## config.mk

```make
export PLATFORM = sky130hd
export DESIGN_NAME = circular_deque_unit
export DESIGN_NICKNAME = d
export VERILOG_FILES = /design/src/rtl/core/cdq_pkg.sv /design/src/rtl/core/cdq_ram.sv /design/src/rtl/core/cdq_ctrl.sv /design/src/rtl/core/circular_deque_unit.sv
export SDC_FILE = /design/constraint.sdc
export NUM_CORES = 2
export LEC_CHECK = 0
export BUFFER_PORTS_ARGS = -buffer_cell sky130_fd_sc_hd__buf_4
export CAP_MARGIN = 20
export CORE_MARGIN = 2
export CORE_UTILIZATION = 30
export DETAILED_ROUTE_END_ITERATION = 7
export PLACE_DENSITY = 0.43
export REMOVE_ABC_BUFFERS = 1
export SYNTH_ARGS = -nofsm -noshare
export SYNTH_HDL_FRONTEND = slang
export SYNTH_HIERARCHICAL = 1
export SYNTH_SLANG_ARGS = --single-unit
export TNS_END_PERCENT = 10
```

## constraint.sdc

```tcl
create_clock -name clk_i -period 5.6 [get_ports clk_i]
set_input_delay 0.84 -clock clk_i [delete_from_list [all_inputs] [get_ports clk_i]]
set_output_delay 0.84 -clock clk_i [all_outputs]
set_load 0.005 [all_outputs]
```

## src/rtl/core/cdq_pkg.sv

```systemverilog
// Package for the circular deque: item types, command and status codes,
// and the index helpers used by the controller.
// Depends on nothing.
package cdq_pkg;

  localparam int Depth  = 64;
  localparam int IdxW   = (Depth > 1) ? $clog2(Depth) : 1;
  localparam int WordW  = 32;

  typedef logic [IdxW-1:0] idx_t;

  typedef enum logic [2:0] {
    CmdPushRear  = 3'd0,
    CmdPushFront = 3'd1,
    CmdPopRear   = 3'd2,
    CmdPopFront  = 3'd3,
    CmdList      = 3'd4
  } cmd_e;

  typedef enum logic [2:0] {
    StOk        = 3'd0,
    StOverflow  = 3'd1,
    StUnderflow = 3'd2,
    StEmpty     = 3'd3,
    StRefused   = 3'd4
  } status_e;

  localparam logic [1:0] ModeInRestr  = 2'd1;
  localparam logic [1:0] ModeOutRestr = 2'd2;

  typedef struct packed {
    logic [2:0]              command;
    logic signed [WordW-1:0] push_value;
  } in_item_t;

  typedef struct packed {
    status_e                 status;
    logic signed [WordW-1:0] out_value;
    logic                    last;
  } out_item_t;

  // Controller view exported to the top level for checking.
  typedef struct packed {
    logic busy;
    logic empty;
    idx_t front;
    idx_t rear;
  } cdq_stat_t;

  function automatic idx_t wrap_inc(idx_t i);
    idx_t r;
    r = (i == idx_t'(Depth - 1)) ? '0 : idx_t'(i + idx_t'(1));
    return r;
  endfunction

  function automatic idx_t wrap_dec(idx_t i);
    idx_t r;
    r = (i == '0) ? idx_t'(Depth - 1) : idx_t'(i - idx_t'(1));
    return r;
  endfunction

endpackage

```

## src/rtl/core/cdq_ram.sv

```systemverilog
// Word store of the deque: one write port, one read port, registered read data.
// Depends on cdq_pkg for depth and word width.
module cdq_ram
  import cdq_pkg::*;
(
  input  logic             clk_i,
  input  logic             we_i,
  input  idx_t             waddr_i,
  input  logic [WordW-1:0] wdata_i,
  input  logic             re_i,
  input  idx_t             raddr_i,
  output logic [WordW-1:0] rdata_o
);

  logic [WordW-1:0] mem [Depth];
  logic [WordW-1:0] rdata_q;

  always_ff @(posedge clk_i) begin
    if (we_i) begin
      mem[waddr_i] <= wdata_i;
    end
  end

  // Read data holds until the next read, so a stalled result keeps its word.
  always_ff @(posedge clk_i) begin
    if (re_i) begin
      rdata_q <= mem[raddr_i];
    end
  end

  assign rdata_o = rdata_q;

endmodule

```

## src/rtl/core/cdq_ctrl.sv

```systemverilog
// Deque controller: decodes commands, keeps the front and rear indices, the
// empty flag and the mode register, and sequences store reads for pops and lists.
// Depends on cdq_pkg and instantiates cdq_ram.
module cdq_ctrl
  import cdq_pkg::*;
(
  input  logic      clk_i,
  input  logic      rst_ni,
  input  logic      in_valid_i,
  output logic      in_stall_o,
  input  in_item_t  in_item_i,
  input  logic      cfg_we_i,
  input  logic [1:0] cfg_wdata_i,
  input  logic      out_free_i,
  output logic      res_load_o,
  output out_item_t res_o,
  output cdq_stat_t stat_o
);

  typedef enum logic [2:0] {
    StateIdle = 3'b001,
    StatePop  = 3'b010,
    StateList = 3'b100
  } state_e;

  state_e     state_q, state_d;
  idx_t       front_q, front_d;
  idx_t       rear_q, rear_d;
  idx_t       cur_q, cur_d;
  logic       empty_q, empty_d;
  logic [1:0] mode_q;

  logic             accept;
  logic             full;
  logic             we;
  idx_t             waddr;
  logic             re;
  idx_t             raddr;
  logic [WordW-1:0] rdata;

  cdq_ram u_ram (
    .clk_i   (clk_i),
    .we_i    (we),
    .waddr_i (waddr),
    .wdata_i (in_item_i.push_value),
    .re_i    (re),
    .raddr_i (raddr),
    .rdata_o (rdata)
  );

  assign in_stall_o = !((state_q == StateIdle) && out_free_i);
  assign accept     = in_valid_i && !in_stall_o;
  assign full       = !empty_q && (wrap_inc(rear_q) == front_q);

  always_comb begin
    state_d    = state_q;
    front_d    = front_q;
    rear_d     = rear_q;
    cur_d      = cur_q;
    empty_d    = empty_q;
    we         = 1'b0;
    waddr      = '0;
    re         = 1'b0;
    raddr      = '0;
    res_load_o = 1'b0;
    res_o      = '{status: StOk, out_value: '0, last: 1'b1};

    case (state_q)
      StateIdle: begin
        if (accept) begin
          case (in_item_i.command)
            CmdPushRear, CmdPushFront: begin
              res_load_o = 1'b1;
              if (in_item_i.command == CmdPushFront && mode_q == ModeInRestr) begin
                res_o.status = StRefused;
              end else if (full) begin
                res_o.status = StOverflow;
              end else begin
                we = 1'b1;
                if (empty_q) begin
                  front_d = '0;
                  rear_d  = '0;
                  empty_d = 1'b0;
                  waddr   = '0;
                end else if (in_item_i.command == CmdPushRear) begin
                  rear_d = wrap_inc(rear_q);
                  waddr  = wrap_inc(rear_q);
                end else begin
                  front_d = wrap_dec(front_q);
                  waddr   = wrap_dec(front_q);
                end
              end
            end
            CmdPopRear, CmdPopFront: begin
              if (in_item_i.command == CmdPopRear && mode_q == ModeOutRestr) begin
                res_load_o   = 1'b1;
                res_o.status = StRefused;
              end else if (empty_q) begin
                res_load_o   = 1'b1;
                res_o.status = StUnderflow;
              end else begin
                // The word comes out of the store next cycle.
                re      = 1'b1;
                state_d = StatePop;
                raddr   = (in_item_i.command == CmdPopRear) ? rear_q : front_q;
                if (front_q == rear_q) begin
                  empty_d = 1'b1;
                  front_d = '0;
                  rear_d  = '0;
                end else if (in_item_i.command == CmdPopRear) begin
                  rear_d = wrap_dec(rear_q);
                end else begin
                  front_d = wrap_inc(front_q);
                end
              end
            end
            CmdList: begin
              if (empty_q) begin
                res_load_o   = 1'b1;
                res_o.status = StEmpty;
              end else begin
                re      = 1'b1;
                raddr   = front_q;
                cur_d   = front_q;
                state_d = StateList;
              end
            end
            default: begin
              res_load_o   = 1'b1;
              res_o.status = StRefused;
            end
          endcase
        end
      end
      StatePop: begin
        if (out_free_i) begin
          res_load_o      = 1'b1;
          res_o.out_value = rdata;
          state_d         = StateIdle;
        end
      end
      StateList: begin
        // One stored word per cycle while the output is free; the next read is issued as this one leaves.
        if (out_free_i) begin
          res_load_o      = 1'b1;
          res_o.out_value = rdata;
          res_o.last      = (cur_q == rear_q);
          if (cur_q == rear_q) begin
            state_d = StateIdle;
          end else begin
            cur_d = wrap_inc(cur_q);
            re    = 1'b1;
            raddr = wrap_inc(cur_q);
          end
        end
      end
      default: begin
        state_d = StateIdle;
      end
    endcase
  end

  always_ff @(posedge clk_i or negedge rst_ni) begin
    if (!rst_ni) begin
      state_q <= StateIdle;
      front_q <= '0;
      rear_q  <= '0;
      cur_q   <= '0;
      empty_q <= 1'b1;
      mode_q  <= '0;
    end else begin
      state_q <= state_d;
      front_q <= front_d;
      rear_q  <= rear_d;
      cur_q   <= cur_d;
      empty_q <= empty_d;
      if (cfg_we_i) begin
        mode_q <= cfg_wdata_i;
      end
    end
  end

  assign stat_o = '{busy: (state_q != StateIdle), empty: empty_q,
                    front: front_q, rear: rear_q};

endmodule

```

## src/rtl/core/circular_deque_unit.sv

```systemverilog
// Top level of the circular deque: controller with its store and the result register.
// Depends on cdq_pkg and instantiates cdq_ctrl.
//
//   channel  direction  handshake               payload
//   in       input      in_valid_i / in_stall_o   in_item_i  (in_item_t)
//   out      output     out_valid_o / out_stall_i out_item_o (out_item_t)
//   cfg      input      cfg_we_i                  cfg_wdata_i (restriction mode)
//
// The result of a push or of a refused or failed command is registered at the
// accepting edge. A pop first reads the store, then registers the word as its result.
// A list reads the store from front to rear, one result per stored word, the last marked.
// Reset empties the deque and clears the mode; the store itself is not cleared.
// A stalled result holds the block; a new item is taken only when idle and the
// result register is empty or being emptied in the same cycle.
module circular_deque_unit
  import cdq_pkg::*;
(
  input  logic       clk_i,
  input  logic       rst_ni,
  input  logic       in_valid_i,
  output logic       in_stall_o,
  input  in_item_t   in_item_i,
  output logic       out_valid_o,
  input  logic       out_stall_i,
  output out_item_t  out_item_o,
  input  logic       cfg_we_i,
  input  logic [1:0] cfg_wdata_i
);

  logic      out_valid_q;
  out_item_t out_item_q;
  logic      out_free;
  logic      res_load;
  out_item_t res;
  cdq_stat_t stat;

  assign out_free = !out_valid_q || !out_stall_i;

  cdq_ctrl u_ctrl (
    .clk_i       (clk_i),
    .rst_ni      (rst_ni),
    .in_valid_i  (in_valid_i),
    .in_stall_o  (in_stall_o),
    .in_item_i   (in_item_i),
    .cfg_we_i    (cfg_we_i),
    .cfg_wdata_i (cfg_wdata_i),
    .out_free_i  (out_free),
    .res_load_o  (res_load),
    .res_o       (res),
    .stat_o      (stat)
  );

  always_ff @(posedge clk_i or negedge rst_ni) begin
    if (!rst_ni) begin
      out_valid_q <= 1'b0;
    end else if (res_load) begin
      out_valid_q <= 1'b1;
    end else if (!out_stall_i) begin
      out_valid_q <= 1'b0;
    end
  end

  always_ff @(posedge clk_i) begin
    if (res_load) begin
      out_item_q <= res;
    end
  end

  assign out_valid_o = out_valid_q;
  assign out_item_o  = out_item_q;

  // An item is only taken when its result has somewhere to go.
  a_accept_room: assert property (@(posedge clk_i) disable iff (!rst_ni)
    (in_valid_i && !in_stall_o) |-> out_free)
    else $error("item accepted while result register is blocked");

  // Only list results can be non-final, and those are always ok.
  a_notlast_ok: assert property (@(posedge clk_i) disable iff (!rst_ni)
    (out_valid_o && !out_item_o.last) |-> (out_item_o.status == StOk))
    else $error("non-final result with failing status");

  // An empty deque always has both indices at zero.
  a_empty_idx: assert property (@(posedge clk_i) disable iff (!rst_ni)
    stat.empty |-> (stat.front == '0 && stat.rear == '0))
    else $error("empty deque with nonzero indices");

  // While a pop or list is under way no new item gets in.
  a_busy_stall: assert property (@(posedge clk_i) disable iff (!rst_ni)
    stat.busy |-> in_stall_o)
    else $error("item accepted while busy");

endmodule
```

; ---- Yosys cells after proc, flatten, opt, wreduce, memory -nomap -nowiden
; Memory sizes are Yosys's and may differ from the RTL's. A register that Yosys moved wholly into a read port is not among the register bits.
; Cells that the tools add are included.
[classes]
n_addsub = 5
reduce_logical = 25
eq_ne = 35
n_mux = 91
[ops]
columns = op, n
row1 = 2-to-1 mux 6 bit, 40
row2 = one-hot mux 32 bit (2 select lines), 1
row3 = one-hot mux 6 bit (2 select lines), 5
row4 = 2-to-1 mux 33 bit, 1
row5 = 2-to-1 mux 32 bit, 1
row6 = 2-to-1 mux 3 bit, 9
row7 = 2-to-1 mux 1 bit, 24
row8 = "adder 6 x 1 -> 6 bit, second input constant", 3
row9 = == test 6 bit, 3
row10 = "== test 6 bit, second input constant", 3
row11 = one-hot mux 3 bit (3 select lines), 2
row12 = AND reduction 9 bit, 2
row13 = "!= test 3 bit, second input constant", 5
row14 = "!= test 2 bit, second input constant", 7
row15 = logical NOT 6 bit, 2
row16 = AND reduction 6 bit, 2
row17 = "subtractor 6 x 1 -> 6 bit, second input constant", 2
row18 = "!= test 2 x 1 -> 1 bit, second input constant", 5
row19 = one-hot mux 1 bit (2 select lines), 5
row20 = "== test 3 x 2 -> 1 bit, second input constant", 3
row21 = AND reduction 8 bit, 1
row22 = "== test 3 x 1 -> 1 bit, second input constant", 2
row23 = "== test 3 bit, second input constant", 2
row24 = "!= test 3 x 1 -> 1 bit, second input constant", 2
row25 = 12 further kinds, 24
[word_totals]
input_bits = 42
ram_bits = 2048
n_memories = 1
output_inout_bits = 38
regBits = 61
[memory_table]
columns = name, words, width, read_ports, rd_ports_with_merged_regs, write_ports, line
row1 = u_ctrl.u_ram.mem, 64, 32, 1, 1, 1, cdq_ram.sv:15  ; logic [WordW-1:0] mem [Depth];

; ---- Logic depth before layout (Yosys ltp)
[logic_depth]
depth_word = 11
ltp_mapped = 16
ltp_nobuf = 11

; ---- By module
; Netlist, hierarchy kept.
[modules_own_cells]
columns = mod, area_per_inst_um2, seq_area_each_um2, instances, cells_each
row1 = cdq_ram, 79359.9, 62459.9, 1, 3511
row2 = cdq_ctrl, 2846.5, 603.1, 1, 379
row3 = circular_deque_unit, 1117.3, 1106.1, 1, 39

; ---- Worst setup path after synthesis
; OpenSTA, ideal clock, no wires.
[synth_path]
path_type = in2reg
start = input port in_item_i[32] (netlist name)
end = memory u_ctrl.u_ram.mem[28][0] (enable)
t_arrival_ns = 4.456
path_buffers = 3
setup_slack_ns = 0.723
setup_ns = 0.421
cell_stages = 9
path_cell_list = buf_2 nor4_1 a22oi_1 nor2_1 clkbuf_1 or3b_2 or2_2 clkbuf_1 nor2_1
[synth_via]
elab_chain_len = 8
elab_cells_between_ends = 17
cone_classes = eq/ne: 1 / mux: 13 / reduce/logical: 3
[synth_lines]
columns = item, line
row1 = from (decl), circular_deque_unit.sv:22  ; input in_item_t in_item_i,
row2 = logical NOT 3 bit, "cdq_ctrl.sv:71, cdq_ctrl.sv:85"
row3 = 2-to-1 mux 6 bit, cdq_ctrl.sv:85  ; end else if (in_item_i.command == CmdPushRear) begin
row4 = 2-to-1 mux 6 bit, cdq_ctrl.sv:80  ; if (empty_q) begin
row5 = 2-to-1 mux 6 bit, cdq_ctrl.sv:76  ; end else if (full) begin
row6 = 2-to-1 mux 6 bit, cdq_ctrl.sv:74  ; if (in_item_i.command == CmdPushFront && mode_q == ModeInRestr) begin
row7 = 2-to-1 mux 6 bit *, cdq_ctrl.sv:71  ; case (in_item_i.command)
row8 = 2-to-1 mux 6 bit *, cdq_ctrl.sv:70  ; if (accept) begin
row9 = 2-to-1 mux 6 bit *, cdq_ctrl.sv:68  ; case (state_q)
row10 = via u_ctrl.waddr[2], cdq_ctrl.sv:36  ; idx_t waddr;
row11 = to (decl), cdq_ram.sv:15
; The timed path passes the listed nets; every way through them passes the cells marked *.

; ---- Worst setup path after layout
[layout_path]
start = register u_ctrl.rear_q[0]
end = memory u_ctrl.u_ram.mem[12][27] (enable)
[layout_via]
elab_cells_between_ends = 19
cone_classes = add/sub: 1 / eq/ne: 2 / mux: 15 / reduce/logical: 1
[layout_lines]
columns = item, line
row1 = from (decl), cdq_ctrl.sv:28  ; idx_t rear_q, rear_d;
row2 = from (signal assigned), cdq_ctrl.sv:174  ; rear_q <= rear_d;
row3 = adder 6 x 1 -> 6 bit or == test 6 bit (tied branches), cdq_pkg.sv:52  ; r = (i == idx_t'(Depth - 1)) ? '0 : idx_t'(i + idx_t'(1));
row4 = 2-to-1 mux 6 bit *, cdq_pkg.sv:52
row5 = == test 6 bit or 2-to-1 mux 6 bit (tied branches), "cdq_ctrl.sv:53, cdq_ctrl.sv:85"
row6 = logical AND 1 bit or 2-to-1 mux 6 bit (tied branches), "cdq_ctrl.sv:53, cdq_ctrl.sv:80"
row7 = 2-to-1 mux 6 bit *, cdq_ctrl.sv:76
row8 = 2-to-1 mux 6 bit *, cdq_ctrl.sv:74
row9 = 2-to-1 mux 6 bit *, cdq_ctrl.sv:71
row10 = 2-to-1 mux 6 bit *, cdq_ctrl.sv:70
row11 = 2-to-1 mux 6 bit *, cdq_ctrl.sv:68
row12 = via u_ctrl.waddr[2], cdq_ctrl.sv:36
; Marks and branches as above.

==> impl_results.md <==
* Clock Skews at around 33 ps
* Starting density of the core at 0.302
* Clock-pin slew on the worst setup and hold paths at ~60 ps
* Dpl hpwl at approximately 140000 um
* Worst hold slack at between 150 and 200 ps
* CTS Buf Count at ~230
* Vias in the first global route at between 40000 and 50000
* Final Power at approximately 35 mW
* Drt pass-1 iters at 7
* Clock power share at 0.418
* CTS tree: yes
* Hold Buf Count CTS at 1
* Syn_area_per_cell at between 20 and 25 sq um
* Boundary pin count at 80
* Int Power at around 27 mW
* Unrepaired setup endpoints after global routing: no
* Hold Path Origin: out_stall_i
* Placer Congestion at 0.797
* WL/cell at approximately 29 um
* Row cnt at between 150 and 200
* # fillers at between 20000 and 30000
* Die area at between 200000 and 300000 sq um
* Largest stage delay, worst path at between 600 and 700 ps
* Post-CTS sizing at 0
* LEAKAGE at 29.0 nW
* Post-Place Setup Slack at roughly 350 ps
* IO buf count at 79
* Starting DRT DRC Count at 4002
* WP data arrival at 5620 ps
* Sw Share at 0.230
* Core Region at 276000 sq um
* Pwr per Cell Area at between 300 and 400 nW/um^2
* Overflow after GRT at 0
* Hold crit path type: input port to flip-flop
* Post-Syn Area at between 80000 and 90000 sq um
* Worst reg-to-reg setup slack at approximately 460 ps
* Combinational share of power at 0.065
* Max-slew headroom at 0.203
* Period utilization at 0.917
* CTS H-tree lvls at 4
* CP delay by family, top: simple AND/OR/NAND/NOR gates
* Fin Setup TNS at 0 ps
* Layout cells sized above 1 at 0.262
* Synthesized netlist cell count at around 3900
* Vias per inst at just over 5
* Total GRT Usage at 0.165
* Post-Route Utilization at 0.352
* WP buf/inv at 1
* FF/Latch Area at ~64000 sq um
* Sink Count at 2141
* Critical Path RT at just over 6000 ps
* # setup viols final at 0
* CP Cell Sequence: ha_1 > nand3_1 > xnor2_1 > nand4_1 > nor3_1 > nand4b_1 > nor2_1 > or3b_2 > or2_2 > nor2_4 > buf_4
* Upper clock frequency limit at between 150 and 200 MHz
* Max_cap viols at 0
* CTS root buf: clkbuf_16
* First-pass GRT wire length at around 330000 um
* Final Cell Area at roughly 100000 sq um
* Die width at 531 um
* Syn. warnings at 6
* Worst-Margin Slew at 1180 ps
* Crit end category: flip-flop
* CP max stage cell: dfrtp_1
* Final WL at around 230000 um
* Outcome: finished clean
* Hold path cells at 2
* Initial antenna violation count at 26
* Post-CTS Setup Inserts at 0
* R2R cell count at 11
* DP Cell Count at just under 8000
* NumNets Final at roughly 4300
* Post-route insts no fill at 8130
* Setup crit start kind: flip-flop
* Vias at 41000
* Max IR drop VDD at between 0.3 and 0.4 mV
* R2r endpoint: u_ctrl/u_ram/mem[12][27]
* Worst Hold End: out_valid_o
* Largest net degree at the start of global routing at 65
* Skew-Pair Late Insertion Delay at ~860 ps
* Psw at approximately 8 mW
* Area growth syn-to-layout at 16.8%
* CP Class: flip-flop to flip-flop
* Sequential share of power at 0.517
* ANT nets after route at 0
* Die height at about 530 um
* Critical Path Fanout Max at 32
* Slew Limit Fails at 0
* Crit path launch: u_ctrl/rear_q[0]
* Final Hold Fails at 0
* Clk buf depth at 3
* Multi-input logic area at 18300 sq um
* Worst r2r src: u_ctrl/rear_q[0]
* # DRC at 0
* Fin crit period at around 5100 ps
* Dpl cell area at between 90000 and 100000 sq um
* Setup WS post-layout at between 400 and 500 ps
## sequential cells by signal, indices dropped and copies added, names as in the netlist, 2 cells and up
name,flops
out_item_o,36
u_ctrl/cur_q,6
u_ctrl/u_ram/mem,2048
u_ctrl/u_ram/rdata_o,32
u_ctrl/state_q,3
u_ctrl/rear_q,6
u_ctrl/mode_q,2
u_ctrl/front_q,6
## power groups by stage
stage | clock network (mW) | registers [mW] | logic, mW
finish | 14.6 | 18.0 | 2.26
global route | 15.6 | 18.0 | 2.46
floorplan | 0 | 18.3 | 1.98
CTS | 15.0 | 18.0 | 2.28
global placement | 0 | 18.4 | 2.27
detailed placement | 0 | 18.4 | 2.28
## how the worst max path moves through the flow
stage | slack, ps | end | depth (start not counted)
finish | 460 | u_ctrl/u_ram/mem[12][27] | 11
global route | 220 | u_ctrl/u_ram/rdata_o[22] | 14
CTS | 530 | u_ctrl/u_ram/mem[12][22] | 11
detailed placement | 350 | u_ctrl/u_ram/rdata_o[22] | 14
global placement | 350 | u_ctrl/u_ram/rdata_o[22] | 14
floorplan | -47480 | u_ctrl/u_ram/rdata_o[17] | 8
## layout by cell type, fill, tap and decap left out, types with 47 or more instances in the layout
cell type / n
clkinv_1: 64
nor2_4: 65
clkbuf_1: 49
buf_4: 233
a21oi_1: 53
clkbuf_16: 231
nand3_1: 56
o22ai_1: 47
edfxtp_1: 2116
o21ai_0: 52
mux4_2: 446
nor2_1: 53
mux2i_1: 192
nand2_1: 57
buf_12: 59
a22oi_1: 141
## layout make-up
cell class                 instances  area share
sequential                      2141       0.660
multi-input combinational       1538       0.188
clock buffer                     281      0.0615
tap                             3705      0.0477
timing repair buffer             293      0.0302
clock inverter                   144      0.0123
inverter                          19    0.000733
antenna                            9    0.000232
## metal layers
metal	GRT usage	wire, um	vias up
li1	-	-	17200
met5	0	48	-
met4	0.0360	4440	8
met2	0.263	110000	1044
met1	0.233	105000	22500
met3	0.0344	14000	328
(Power assumes the default switching activity.)
